==> src/hdl/ttcd_pkg.sv <==
// Shared constants, types and coefficient tables of the two-tone detector.
package ttcd_pkg;

  localparam int TABLE_LEN = 25;
  localparam int X_BITS    = 10;
  localparam int ACC_BITS  = 32;

  localparam logic [1:0] TONE_LOW  = 2'd0;
  localparam logic [1:0] TONE_HIGH = 2'd1;
  localparam logic [1:0] TONE_NONE = 2'd2;

  typedef logic signed [ACC_BITS-1:0] acc_word_t;

  // Handshake between the sequencer and the serial multiply-accumulate unit.
  typedef struct packed {
    logic start;
    logic clear;
  } mac_ctrl_t;

  // cos(2*pi*k/25) in Q1.14.
  function automatic logic signed [15:0] cos_q14(input logic [4:0] k);
    logic signed [15:0] v;
    case (k)
      5'd0:  v = 16'sd16384;  5'd1:  v = 16'sd15870;  5'd2:  v = 16'sd14357;
      5'd3:  v = 16'sd11944;  5'd4:  v = 16'sd8779;   5'd5:  v = 16'sd5063;
      5'd6:  v = 16'sd1029;   5'd7:  v = -16'sd3070;  5'd8:  v = -16'sd6976;
      5'd9:  v = -16'sd10443; 5'd10: v = -16'sd13255; 5'd11: v = -16'sd15234;
      5'd12: v = -16'sd16255; 5'd13: v = -16'sd16255; 5'd14: v = -16'sd15234;
      5'd15: v = -16'sd13255; 5'd16: v = -16'sd10443; 5'd17: v = -16'sd6976;
      5'd18: v = -16'sd3070;  5'd19: v = 16'sd1029;   5'd20: v = 16'sd5063;
      5'd21: v = 16'sd8779;   5'd22: v = 16'sd11944;  5'd23: v = 16'sd14357;
      5'd24: v = 16'sd15870;
      default: v = 16'sd0;
    endcase
    return v;
  endfunction

  // sin(2*pi*k/25) in Q1.14.
  function automatic logic signed [15:0] sin_q14(input logic [4:0] k);
    logic signed [15:0] v;
    case (k)
      5'd0:  v = 16'sd0;      5'd1:  v = 16'sd4075;   5'd2:  v = 16'sd7894;
      5'd3:  v = 16'sd11215;  5'd4:  v = 16'sd13833;  5'd5:  v = 16'sd15583;
      5'd6:  v = 16'sd16351;  5'd7:  v = 16'sd16094;  5'd8:  v = 16'sd14824;
      5'd9:  v = 16'sd12624;  5'd10: v = 16'sd9631;   5'd11: v = 16'sd6031;
      5'd12: v = 16'sd2053;   5'd13: v = -16'sd2053;  5'd14: v = -16'sd6031;
      5'd15: v = -16'sd9631;  5'd16: v = -16'sd12624; 5'd17: v = -16'sd14824;
      5'd18: v = -16'sd16094; 5'd19: v = -16'sd16351; 5'd20: v = -16'sd15583;
      5'd21: v = -16'sd13833; 5'd22: v = -16'sd11215; 5'd23: v = -16'sd7894;
      5'd24: v = -16'sd4075;
      default: v = 16'sd0;
    endcase
    return v;
  endfunction

endpackage

==> src/hdl/ttcd_if.sv <==
// Valid/ready channel interfaces for sample words and tone result words.
interface ttcd_in_if;
  logic       valid;
  logic       ready;
  logic [9:0] sample;
  logic       last;
  modport source (output valid, output sample, output last, input ready);
  modport sink (input valid, input sample, input last, output ready);
endinterface

interface ttcd_out_if;
  logic       valid;
  logic       ready;
  logic [1:0] tone;
  modport source (output valid, output tone, input ready);
  modport sink (input valid, input tone, output ready);
endinterface

==> src/hdl/two_tone_correlation_detector.sv <==
// Top level of the two-tone detector: sequencer, phase counters and output register.
// Usage: sample words enter on in_i (valid/ready), each with a last flag that closes
// the window. For every word marked last, one tone word leaves on out_o:
// 0 = 800 Hz, 1 = 1200 Hz, 2 = nothing. Other words give no result.
// reference_level must be written through cfg_we_i/cfg_data_i only while the block
// is idle; the block itself does not enforce this. A sample passes an issue step,
// the bit-serial multiplier (one bit of the sample per cycle) and a saturating
// accumulate step before in_i.ready rises again. A word marked last then passes
// through the energy unit, whose shared squarer takes the four sums one per cycle,
// before its result is valid. Samples beyond MAX_SAMPLES in one window are not
// accumulated and, unless marked last, leave in_i.ready high.
// The result sits in an output register; further samples are accepted while it
// waits. If a new result is ready before the old one is taken, the block holds
// it and stops accepting until out_o.ready frees the register.
// Reset clears the sums, the phase, the sample count, the register and the output.
module two_tone_correlation_detector #(
  parameter int MAX_SAMPLES = 128,
  parameter int COEF_BITS   = 16
) (
  input  logic        clk_i,
  input  logic        rst_ni,
  ttcd_in_if.sink     in_i,
  ttcd_out_if.source  out_o,
  input  logic        cfg_we_i,
  input  logic [31:0] cfg_data_i
);
  import ttcd_pkg::*;

  localparam int CW = $clog2(MAX_SAMPLES + 1);

  localparam logic [1:0] ST_IDLE = 2'd0;
  localparam logic [1:0] ST_MAC  = 2'd1;
  localparam logic [1:0] ST_DEC  = 2'd2;
  localparam logic [1:0] ST_HOLD = 2'd3;

  logic [1:0]    state_q, state_d;
  logic [31:0]   ref_q;
  logic [4:0]    kl_q, kh_q;
  logic [CW-1:0] count_q;
  logic          last_q;
  logic signed [9:0] x_in;
  logic          ov_q;
  logic [1:0]    tone_q, held_q;
  logic          accept, room, mac_done, dec_done, dec_start, load_out;
  logic [1:0]    dec_tone;
  mac_ctrl_t     mac_ctrl;
  acc_word_t     acc [4];
  logic [5:0]    kl_n, kh_n;

  assign accept = in_i.valid && in_i.ready;
  assign in_i.ready = (state_q == ST_IDLE);
  assign room = !ov_q || out_o.ready;
  assign load_out = room && (dec_done || state_q == ST_HOLD);
  assign dec_start = (accept && in_i.last && count_q >= CW'(MAX_SAMPLES)) ||
                     (mac_done && last_q);

  assign mac_ctrl.start = (state_q == ST_IDLE) && accept && (count_q < CW'(MAX_SAMPLES));
  assign mac_ctrl.clear = load_out;

  ttcd_serial_mac #(.COEF_BITS(COEF_BITS)) u_mac (
    .clk_i, .rst_ni, .ctrl_i(mac_ctrl), .x_i(x_in), .kl_i(kl_q), .kh_i(kh_q),
    .done_o(mac_done), .acc_o(acc)
  );

  ttcd_energy #(.COEF_BITS(COEF_BITS)) u_energy (
    .clk_i, .rst_ni, .start_i(dec_start), .acc_i(acc), .ref_i(ref_q),
    .done_o(dec_done), .tone_o(dec_tone)
  );

  // The sample itself enters the multiplier through x_in, so offset removal is a
  // flip of the top bit.
  always_comb begin
    x_in = {~in_i.sample[9], in_i.sample[8:0]};
  end

  always_comb begin
    state_d = state_q;
    case (state_q)
      ST_IDLE: begin
        if (mac_ctrl.start) state_d = ST_MAC;
        else if (dec_start) state_d = ST_DEC;
      end
      ST_MAC:  if (mac_done) state_d = last_q ? ST_DEC : ST_IDLE;
      ST_DEC:  if (dec_done) state_d = room ? ST_IDLE : ST_HOLD;
      ST_HOLD: if (room) state_d = ST_IDLE;
      default: state_d = ST_IDLE;
    endcase
  end

  always_comb begin
    kl_n = 6'(kl_q) + 6'd2;
    kh_n = 6'(kh_q) + 6'd3;
    if (kl_n >= 6'(TABLE_LEN)) kl_n = kl_n - 6'(TABLE_LEN);
    if (kh_n >= 6'(TABLE_LEN)) kh_n = kh_n - 6'(TABLE_LEN);
  end

  always_ff @(posedge clk_i or negedge rst_ni) begin
    if (!rst_ni) begin
      state_q <= ST_IDLE;
      ref_q   <= '0;
      kl_q    <= '0;
      kh_q    <= '0;
      count_q <= '0;
      last_q  <= 1'b0;
      ov_q    <= 1'b0;
      tone_q  <= TONE_NONE;
    end else begin
      state_q <= state_d;
      if (cfg_we_i) ref_q <= cfg_data_i;
      if (accept) last_q <= in_i.last;
      if (load_out) begin
        kl_q    <= '0;
        kh_q    <= '0;
        count_q <= '0;
      end else if (mac_done) begin
        kl_q    <= kl_n[4:0];
        kh_q    <= kh_n[4:0];
        count_q <= count_q + CW'(1);
      end
      if (load_out) begin
        ov_q   <= 1'b1;
        tone_q <= dec_done ? dec_tone : held_q;
      end else if (out_o.ready) begin
        ov_q <= 1'b0;
      end
    end
  end

  always_ff @(posedge clk_i) begin
    if (dec_done) held_q <= dec_tone;
  end

  assign out_o.valid = ov_q;
  assign out_o.tone  = tone_q;

  a_ready_idle: assert property (@(posedge clk_i) disable iff (!rst_ni)
    in_i.ready |-> !mac_done && !dec_done)
    else $error("input accepted while an item is in flight");
  a_tone_code: assert property (@(posedge clk_i) disable iff (!rst_ni)
    out_o.valid |-> out_o.tone != 2'd3)
    else $error("invalid tone code");
  a_dec_state: assert property (@(posedge clk_i) disable iff (!rst_ni)
    dec_done |-> state_q == ST_DEC)
    else $error("decision finished outside the decision state");
  a_load_held: assert property (@(posedge clk_i) disable iff (!rst_ni)
    (out_o.valid && !out_o.ready) |=> out_o.valid)
    else $error("result dropped while stalled");

endmodule

==> src/hdl/ttcd_serial_mac.sv <==
// Bit-serial multiplier of one sample by four coefficients with saturating accumulators.
module ttcd_serial_mac #(
  parameter int COEF_BITS = 16
) (
  input  logic                      clk_i,
  input  logic                      rst_ni,
  input  ttcd_pkg::mac_ctrl_t       ctrl_i,
  input  logic signed [9:0]         x_i,
  input  logic [4:0]                kl_i,
  input  logic [4:0]                kh_i,
  output logic                      done_o,
  output ttcd_pkg::acc_word_t       acc_o [4]
);
  import ttcd_pkg::*;

  localparam int PW  = COEF_BITS + X_BITS;
  localparam int SW  = (PW + 1 > ACC_BITS + 1) ? PW + 1 : ACC_BITS + 1;
  localparam int UP  = (COEF_BITS >= 16) ? COEF_BITS - 16 : 0;
  localparam int DN  = (COEF_BITS < 16) ? 16 - COEF_BITS : 0;
  localparam logic [3:0] LAST_BIT = 4'(X_BITS - 1);

  localparam logic [1:0] PH_IDLE = 2'd0;
  localparam logic [1:0] PH_MUL  = 2'd1;
  localparam logic [1:0] PH_ACC  = 2'd2;

  localparam logic signed [SW-1:0] SAT_MAX = SW'(64'sh7FFF_FFFF);
  localparam logic signed [SW-1:0] SAT_MIN = -SW'(64'sh8000_0000);

  logic [1:0]               ph_q, ph_d;
  logic [3:0]               cnt_q;
  logic [X_BITS-1:0]        xs_q;
  logic signed [PW-1:0]     cm_q [4];
  logic signed [PW-1:0]     p_q [4];
  acc_word_t                acc_q [4];
  logic signed [COEF_BITS-1:0] coef [4];

  function automatic logic signed [COEF_BITS-1:0] scale(input logic signed [15:0] q);
    logic signed [24:0] w;
    w = ((25'(q)) <<< UP) >>> DN;
    return w[COEF_BITS-1:0];
  endfunction

  always_comb begin
    coef[0] = scale(cos_q14(kl_i));
    coef[1] = scale(sin_q14(kl_i));
    coef[2] = scale(cos_q14(kh_i));
    coef[3] = scale(sin_q14(kh_i));
  end

  always_comb begin
    ph_d = ph_q;
    case (ph_q)
      PH_IDLE: if (ctrl_i.start) ph_d = PH_MUL;
      PH_MUL:  if (cnt_q == LAST_BIT) ph_d = PH_ACC;
      PH_ACC:  ph_d = PH_IDLE;
      default: ph_d = PH_IDLE;
    endcase
  end

  always_ff @(posedge clk_i or negedge rst_ni) begin
    if (!rst_ni) begin
      ph_q <= PH_IDLE;
    end else begin
      ph_q <= ph_d;
    end
  end

  // Each cycle one bit of x adds the shifted coefficient; the sign bit subtracts it.
  always_ff @(posedge clk_i) begin
    if (ph_q == PH_IDLE && ctrl_i.start) begin
      xs_q  <= x_i;
      cnt_q <= '0;
      for (int i = 0; i < 4; i++) begin
        cm_q[i] <= PW'(coef[i]);
        p_q[i]  <= '0;
      end
    end else if (ph_q == PH_MUL) begin
      xs_q  <= xs_q >> 1;
      cnt_q <= cnt_q + 4'd1;
      for (int i = 0; i < 4; i++) begin
        cm_q[i] <= cm_q[i] <<< 1;
        if (xs_q[0]) begin
          if (cnt_q == LAST_BIT) p_q[i] <= p_q[i] - cm_q[i];
          else p_q[i] <= p_q[i] + cm_q[i];
        end
      end
    end
  end

  always_ff @(posedge clk_i or negedge rst_ni) begin
    if (!rst_ni) begin
      for (int i = 0; i < 4; i++) acc_q[i] <= '0;
    end else if (ctrl_i.clear) begin
      for (int i = 0; i < 4; i++) acc_q[i] <= '0;
    end else if (ph_q == PH_ACC) begin
      for (int i = 0; i < 4; i++) begin
        logic signed [SW-1:0] s;
        s = SW'(acc_q[i]) + SW'(p_q[i]);
        if (s > SAT_MAX) acc_q[i] <= ACC_BITS'(SAT_MAX);
        else if (s < SAT_MIN) acc_q[i] <= ACC_BITS'(SAT_MIN);
        else acc_q[i] <= s[ACC_BITS-1:0];
      end
    end
  end

  assign done_o = (ph_q == PH_ACC);
  always_comb for (int i = 0; i < 4; i++) acc_o[i] = acc_q[i];

endmodule

==> src/hdl/ttcd_energy.sv <==
// Energy of both tones through one shared squarer, then the tone decision.
module ttcd_energy #(
  parameter int COEF_BITS = 16
) (
  input  logic                clk_i,
  input  logic                rst_ni,
  input  logic                start_i,
  input  ttcd_pkg::acc_word_t acc_i [4],
  input  logic [31:0]         ref_i,
  output logic                done_o,
  output logic [1:0]          tone_o
);
  import ttcd_pkg::*;

  localparam int SH = COEF_BITS - 2;
  localparam int AW = ACC_BITS - SH;
  localparam int EW = 2 * AW + 1;
  localparam int TW = EW + 4;

  logic               busy_q;
  logic [2:0]         step_q;
  logic [2*AW-1:0]    sq_q;
  logic [EW-1:0]      el_q, eh_q;
  logic signed [ACC_BITS-1:0] sh_v;
  logic signed [AW-1:0]       a_v;
  logic [TW-1:0]      ten_l, ten_h;
  logic [1:0]         tone_d;

  always_comb begin
    sh_v = acc_i[step_q[1:0]] >>> SH;
    a_v  = sh_v[AW-1:0];
  end

  always_ff @(posedge clk_i or negedge rst_ni) begin
    if (!rst_ni) begin
      busy_q <= 1'b0;
      step_q <= '0;
    end else if (start_i) begin
      busy_q <= 1'b1;
      step_q <= '0;
    end else if (busy_q) begin
      if (step_q == 3'd5) busy_q <= 1'b0;
      step_q <= step_q + 3'd1;
    end
  end

  always_ff @(posedge clk_i) begin
    if (start_i) begin
      el_q <= '0;
      eh_q <= '0;
    end else if (busy_q) begin
      if (step_q < 3'd4) sq_q <= (2*AW)'(a_v * a_v);
      if (step_q == 3'd1 || step_q == 3'd2) el_q <= el_q + EW'(sq_q);
      if (step_q == 3'd3 || step_q == 3'd4) eh_q <= eh_q + EW'(sq_q);
      if (step_q == 3'd5) tone_o <= tone_d;
    end
  end

  always_comb begin
    ten_l = (TW'(el_q) << 3) + (TW'(el_q) << 1);
    ten_h = (TW'(eh_q) << 3) + (TW'(eh_q) << 1);
    if (el_q > eh_q && ten_l > TW'(ref_i)) tone_d = TONE_LOW;
    else if (eh_q > el_q && ten_h > TW'(ref_i)) tone_d = TONE_HIGH;
    else tone_d = TONE_NONE;
  end

  // Done is registered in the same cycle as the decision, so both are seen together.
  logic done_q;
  always_ff @(posedge clk_i or negedge rst_ni) begin
    if (!rst_ni) done_q <= 1'b0;
    else done_q <= busy_q && (step_q == 3'd5);
  end
  assign done_o = done_q;

endmodule

==> src/flat_wrapper.sv <==
// flat-port wrapper written by rule: the top's interface ports become plain ports
module two_tone_correlation_detector_flat import ttcd_pkg::*;
#(
  parameter int MAX_SAMPLES = 128,
  parameter int COEF_BITS   = 16
)
  (clk_i, rst_ni, cfg_we_i, cfg_data_i, in_i_valid, in_i_sample, in_i_last, in_i_ready, out_o_valid, out_o_tone, out_o_ready);
  ttcd_in_if in_i_i ();
  ttcd_out_if out_o_i ();
  input  logic clk_i;
  input  logic rst_ni;
  input  logic cfg_we_i;
  input  logic [31:0] cfg_data_i;
  input wire logic [$bits(in_i_i.valid)-1:0] in_i_valid;
  input wire logic [$bits(in_i_i.sample)-1:0] in_i_sample;
  input wire logic [$bits(in_i_i.last)-1:0] in_i_last;
  output wire logic [$bits(in_i_i.ready)-1:0] in_i_ready;
  output wire logic [$bits(out_o_i.valid)-1:0] out_o_valid;
  output wire logic [$bits(out_o_i.tone)-1:0] out_o_tone;
  input wire logic [$bits(out_o_i.ready)-1:0] out_o_ready;
  assign in_i_i.valid = in_i_valid;
  assign in_i_i.sample = in_i_sample;
  assign in_i_i.last = in_i_last;
  assign in_i_ready = in_i_i.ready;
  assign out_o_valid = out_o_i.valid;
  assign out_o_tone = out_o_i.tone;
  assign out_o_i.ready = out_o_ready;
  two_tone_correlation_detector #(.MAX_SAMPLES(MAX_SAMPLES), .COEF_BITS(COEF_BITS)) u_core (.clk_i(clk_i), .rst_ni(rst_ni), .in_i(in_i_i), .out_o(out_o_i), .cfg_we_i(cfg_we_i), .cfg_data_i(cfg_data_i));
endmodule
==> config.mk <==
export PLATFORM = sky130hd
export DESIGN_NAME = two_tone_correlation_detector_flat
export DESIGN_NICKNAME = d
export VERILOG_FILES = /design/src/hdl/ttcd_pkg.sv /design/src/hdl/ttcd_if.sv /design/src/hdl/two_tone_correlation_detector.sv /design/src/hdl/ttcd_serial_mac.sv /design/src/hdl/ttcd_energy.sv /design/src/flat_wrapper.sv
export SDC_FILE = /design/constraint.sdc
export NUM_CORES = 2
export LEC_CHECK = 0
export BUFFER_PORTS_ARGS = -buffer_cell sky130_fd_sc_hd__buf_2
export CORE_UTILIZATION = 39
export DETAILED_ROUTE_END_ITERATION = 10
export GPL_TIMING_DRIVEN = 0
export PLACE_DENSITY = 0.54
export SYNTH_ARGS = -nofsm -noshare
export SYNTH_HDL_FRONTEND = slang
export SYNTH_SLANG_ARGS = --single-unit
==> constraint.sdc <==
create_clock -name clk_i -period 21 [get_ports clk_i]
set_input_delay 1.05 -clock clk_i [delete_from_list [all_inputs] [get_ports clk_i]]
set_output_delay 1.05 -clock clk_i [all_outputs]
set_load 0.02 [all_outputs]
* Word-level counts from Yosys, hierarchy flattened *
Memories as Yosys holds them, arrays and structs flattened.
Cells that the tools add are included.

storage, ports and cells
  bits in registers = 319
  bits in writable memories = 208
  ROM bits = 2048
  logic and storage cells = 202
  memories = 6

memory list
  memory             depth  width  rd ports  clocked after Yosys merged registers in  write ports  RTL line               RTL
  (name not given)   32     16     1         0                                        0            ttcd_pkg.sv:23         case (k)
  (name not given)   32     16     1         0                                        0            ttcd_pkg.sv:41         case (k)
  (name not given)   32     16     1         0                                        0            ttcd_pkg.sv:23
  (name not given)   32     16     1         0                                        0            ttcd_pkg.sv:41
  u_core.u_mac.cm_q  4      26     4         0                                        4            ttcd_serial_mac.sv:32  logic signed [PW-1:0] cm_q [4];
  u_core.u_mac.p_q   4      26     4         0                                        4            ttcd_serial_mac.sv:33  logic signed [PW-1:0] p_q [4];

cells by class
  $add $sub $neg = 23
  multipliers = 1
  magnitude comparators = 18
  equality and inequality tests = 17
  muxes and demuxes = 70
  bitwise logic cells = 15
  reductions and logical operators = 29

operators with widths
  cell                    count
  $mux W32                10
  $mux W26                12
  $mux W128               2
  $add A32 B26 Y33        4
  $gt A33 B32 Y1 const B  4
  $lt A33 B32 Y1 const B  4
  $add A26 B26 Y26        4
  $sub A26 B26 Y26        4
  $add A40 B38 Y41        2
  $gt A41 B32 Y1          2
  $add A37 B36 Y37        2
  $gt A37 B37 Y1          2
  $bmux W32 S2            1
  $mul A18 B18 Y36        1
  $mux W5                 6
  $mux W2                 11
  $mux W1                 20
  $mux W10                2
  $mux W8                 2
  $add A5 B2 Y6 const B   2
  $ge A6 B5 Y1 const B    2
  $or A1 B1 Y1            12
  $logic_and A1 B1 Y1     11
  $sub A5 B5 Y5 const B   2
  28 further kinds        49

* Depth between registers and ports, before layout *
  depth after elaboration = 9
  gate-level depth with buffers = 33
  gate-level depth less buffers = 30

* By module *
A second synthesis with hierarchy kept.

unflattened totals
  cells, all modules = 6499
  area total of the unflattened synthesis = 56605.5 µm²

modules (own cells, without submodules)
  module                         times used  cells each  area each (µm²)  seq. area each (µm²)
  ttcd_serial_mac                1           3261        28925.2          9849.4
  ttcd_energy                    1           2986        24852.6          2717.6
  two_tone_correlation_detector  1           252         2827.7           1442.6

* Worst setup path before layout *
Ideal clock, no wire load.

  path kind = input port to flip-flop
  start = input port in_i_valid
  end = memory u_core.u_mac.cm_q[0][10] (netlist name), enable pin
  library setup time = 0.734 ns
  arrival time = 9.166 ns
  required time = 20.266 ns
  setup slack = 11.100 ns
  stages = 3
  path buffers = 0
  cell sequence = and2_0 -> nand2b_1 -> o21ai_0

RTL lines
  element      RTL line               RTL
  from (decl)  flat_wrapper.sv:14     input wire logic [$bits(in_i_i.valid)-1:0] in_i_valid;
  to (decl)    ttcd_serial_mac.sv:32

* Worst setup path in the final report *
  start = register u_core.u_energy.step_q[0]
  end = register u_core.u_energy.sq_q[35] (data pin)

on the way
  cells in the longest elaborated chain, start to end = 5

RTL lines
  element                                      RTL line           RTL
  from (decl)                                  ttcd_energy.sv:21  logic [2:0] step_q;
  from (signal assigned)                       ttcd_energy.sv:43  step_q <= step_q + 3'd1;
  $not A2 Y3 (implied by the code)             ttcd_energy.sv:30  sh_v = acc_i[step_q[1:0]] >>> SH;
  $bmux W32 S2                                 ttcd_energy.sv:30
  $mux W32 (implied by the code) (2 in a row)  ttcd_energy.sv:30
  $mul A18 B18 Y36                             ttcd_energy.sv:52  if (step_q < 3'd4) sq_q <= (2*AW)'(a_v * a_v);
  to (signal assigned)                         ttcd_energy.sv:52
  to (decl)                                    ttcd_energy.sv:22  logic [2*AW-1:0] sq_q;

Every way passes these cells. The select of a mux whose other input is x is not followed.
A chain may end at the register's enable or synchronous reset.

==> run_results.csv <==
group,metric,value,unit
run_status,status,"finished, violations left",
run_status,violations,"max-capacitance violations, max-slew violations",
sta,setup_viol_count_final,0,
sta,rsz0062_at_grt,"false",
clocking,numCtsBuffers,70,
synth,syn_avg_cell_area,8.68,um2
grt,gr-usage-met1,33.3,%
hold_path,min_path_type,"primary input to async pin",
clocking,clk_pin_slew,60,ps
layout,fin_nets,7534,
clocking,postCtsSetupBuffers,0,
critical_path,slowest_delay,700,ps
grt,grt_pass1_vias,47000,
layout,multi_input_area,38300,um2
floorplanning,fp.dieArea,144000,um2
sta,tightest_slew,1540,ps
layout,antenna_cells,0,
grt,globalRouteTotalUtil,23.4,%
synth,syn_area,55700,um2
layout,area_growth,9.25,%
sta,min_period,10120,ps
floorplanning,dieHeight,380,um
critical_path,end_kind,"flip-flop",
critical_path,cpMostUsedCell,"fa_1",
detailed_routing,dr.pass1.iters,6,
detailed_routing,via_per_inst,5.59,
synth,syn_nets,7403,
floorplanning,num_rows,138,
placed_design,place.gp.congestion,0.939,
placed_design,port-buffer-count,50,
sta,setup_tns,0,ps
layout,nFillCells,14300,
layout,layout_commonest_cell,"inv_1",
clocking,ctsRootBufferMaster,"clkbuf_16",
clocking,htreeDepth,3,
grt,overflow,0,
job,max_cap_violations,1,
synth,syn_inst,6418,
critical_path,critPathKind,"flip-flop to flip-flop",
placed_design,hpwl,134000,um
floorplanning,die_w,380,um
grt,grt_util_met2,37.6,%
sta,skew,21.6,ps
critical_path,reg2reg_slack,10890,ps
clocking,cts.sinks,526,
detailed_routing,drc_errors,0,
sta,period_share,48.2,%
critical_path,crit_required,21380,ps
grt,grt_pass1_wl,267000,um
grt,grt_use_met3,2.48,%
synth,yosysWarnings,0,
sta,relSlewSlack,-2.97,%
floorplanning,ioPinCount,52,
synth,async_flop_share,36.3,%
layout,regArea,14000,um2
floorplanning,start_util,39.4,%
clocking,cts_hold_buffers,0,
layout,drive_gt1_share,3.85,%
layout,stdcell_count,8495,
layout,layout.cells.most_common_list,"inv_1, ha_1, nand2_1, a21oi_1, nor2_1",
synth,synth_edf_count,252,
detailed_routing,postRouteAntennaNets,0,
detailed_routing,vias,47500,
clocking,cts_resized,0,
synth,ys.flop_type,"edfxtp_1",
clocking,ctsLongestPathBuffers,3,
clocking,clock_latency,670,ps
critical_path,crit_fanout,10,
critical_path,cp.arrival,10490,ps
detailed_routing,drt-total-wl,171000,um
sta,hold_viol_final,0,
sta,max_freq,98.9,MHz
sta,slew_viol_final,11,
synth,ys_types,90,
detailed_routing,first_iter_violations,3482,
synth,ys_ff_latch,526,
grt,top_usage_layer,"met2",
floorplanning,core_area,142000,um2
critical_path,critPathLaunchType,"flip-flop",
clocking,cts_tree,"built",
placed_design,dpl.cell_count,8366,
grt,grt_max_degree,103,
synth,synth-seq-area-share,25.1,%
grt,antenna_found_initial,5,
critical_path,critPathSlowestCell,"clkbuf_1",
detailed_routing,avgRoutedWirePerCell,20.1,um
worst max-delay path: cells and delay by family, from the launching register on:
family / cells / cell delay [ps]
and+or+nand+nor: 3 / 450
buffers and inverters: 7 / 2140
adders and majority gates: 7 / 3520
xor gates and xnor gates: 1 / 140
AOI/OAI and AO/OA: 10 / 2810
DFF: 1 / 370
muxes: 1 / 360
kinds of logic after synthesis:
family                   synth area share, %
AO/OA/AOI/OAI                           21.5
AND/OR/NAND/NOR                         13.6
adder cells (fa/ha/maj)                 25.2
buffers and inverters                   6.27
flip-flops                              25.1
XOR/XNOR                                7.04
multiplexers                            1.26
sequential cells by signal, indices dropped and copies added, names as in the netlist:
register,cells
u_core.state_q,2
u_core.count_q,8
u_core.u_energy.step_q,3
u_core.u_energy.sq_q,35
u_core.last_q,1
u_core.u_mac.acc_o,128
u_core.kh_q,5
u_core.u_energy.el_q,37
u_core.u_energy.done_o,1
u_core.u_mac.cnt_q,4
u_core.u_energy.tone_o,2
u_core.u_energy.eh_q,37
u_core.ref_q,32
u_core.out_o.valid,1
u_core.held_q,2
u_core.out_o.tone,2
u_core.u_mac.cm_q,104
u_core.u_mac.xs_q,10
u_core.u_energy.busy_q,1
u_core.kl_q,5
u_core.u_mac.p_q,104
u_core.u_mac.ph_q,2
synth_stat cells, types with 20 or more instances:
| cell type | instances | area share, % |
|---|---|---|
| and3_1 | 50 | 0.56 |
| nor4_1 | 27 | 0.30 |
| dfrtp_1 | 190 | 8.5 |
| fa_1 | 310 | 11 |
| xor2_1 | 156 | 2.5 |
| o211ai_1 | 31 | 0.42 |
| nand3_1 | 106 | 0.95 |
| o21ai_0 | 360 | 3.2 |
| or3_1 | 33 | 0.37 |
| o21bai_1 | 76 | 1.0 |
| clkbuf_1 | 210 | 1.4 |
| dfxtp_1 | 83 | 3.0 |
| nor2b_1 | 59 | 0.66 |
| a211oi_1 | 80 | 1.1 |
| edfxtp_1 | 252 | 14 |
| nand4_1 | 54 | 0.61 |
| nor2_1 | 494 | 3.3 |
| and2_1 | 29 | 0.33 |
| o31ai_1 | 33 | 0.44 |
| mux2i_1 | 35 | 0.63 |
| or2_2 | 20 | 0.22 |
| ha_1 | 627 | 14 |
| o21a_1 | 51 | 0.69 |
| inv_1 | 679 | 4.6 |
| xnor2_1 | 292 | 4.6 |
| a31oi_1 | 72 | 0.81 |
| mux2_2 | 24 | 0.48 |
| nand2_1 | 575 | 3.9 |
| nor3_1 | 98 | 0.88 |
| nand2b_1 | 61 | 0.68 |
| o22ai_1 | 28 | 0.31 |
| a221o_1 | 104 | 1.9 |
| a21oi_1 | 574 | 5.2 |
| a21o_1 | 260 | 3.5 |
stage by stage:
stage          hold WS (ps)  utilization (%)  worst slack [ps]  instance area, um2
3_3_place_gp            464             41.2              5540               58300
2_1_floorplan           446                -             11100               55700
5_1_grt                 403             43.0             10320               60900
6_report                380             43.0             10890               60900
4_1_cts                 370             43.0             10940               60900
3_5_place_dp            470             41.4             10980               58600
final timing paths:
kind	start	to	cells after the start
setup / recovery	u_core.u_energy.step_q[0]	u_core.u_energy.sq_q[35]	29
hold / removal	rst_ni	u_core.u_mac.ph_q[1]	1
setup reg to reg	u_core.u_energy.step_q[0]	u_core.u_energy.sq_q[35]	29
hold reg to reg	u_core.held_q[1]	u_core.held_q[1]	1
max in group asynchronous	rst_ni	u_core.u_mac.acc_o[126]	2
min in group clk_i	u_core.held_q[1]	u_core.held_q[1]	1
cell type report:
type / count / area share, %
well taps: 1890 / 3.88
inverters: 687 / 4.24
multi-input cells: 4968 / 62.8
plain buffers: 237 / 1.50
clock buffers: 97 / 3.36
clock inverters: 31 / 0.454
flip-flops and latches: 526 / 23.0
repair buffers: 59 / 0.717
per-layer routing:
layer	up-vias	wire (um)
met5	-	16
met2	1217	76400
li1	22900	-
met1	23100	81600
met4	2	4190
met3	247	8320
Power is not shown: default switching activity piles up to over one toggle a cycle in this logic, so the estimate is an artifact.
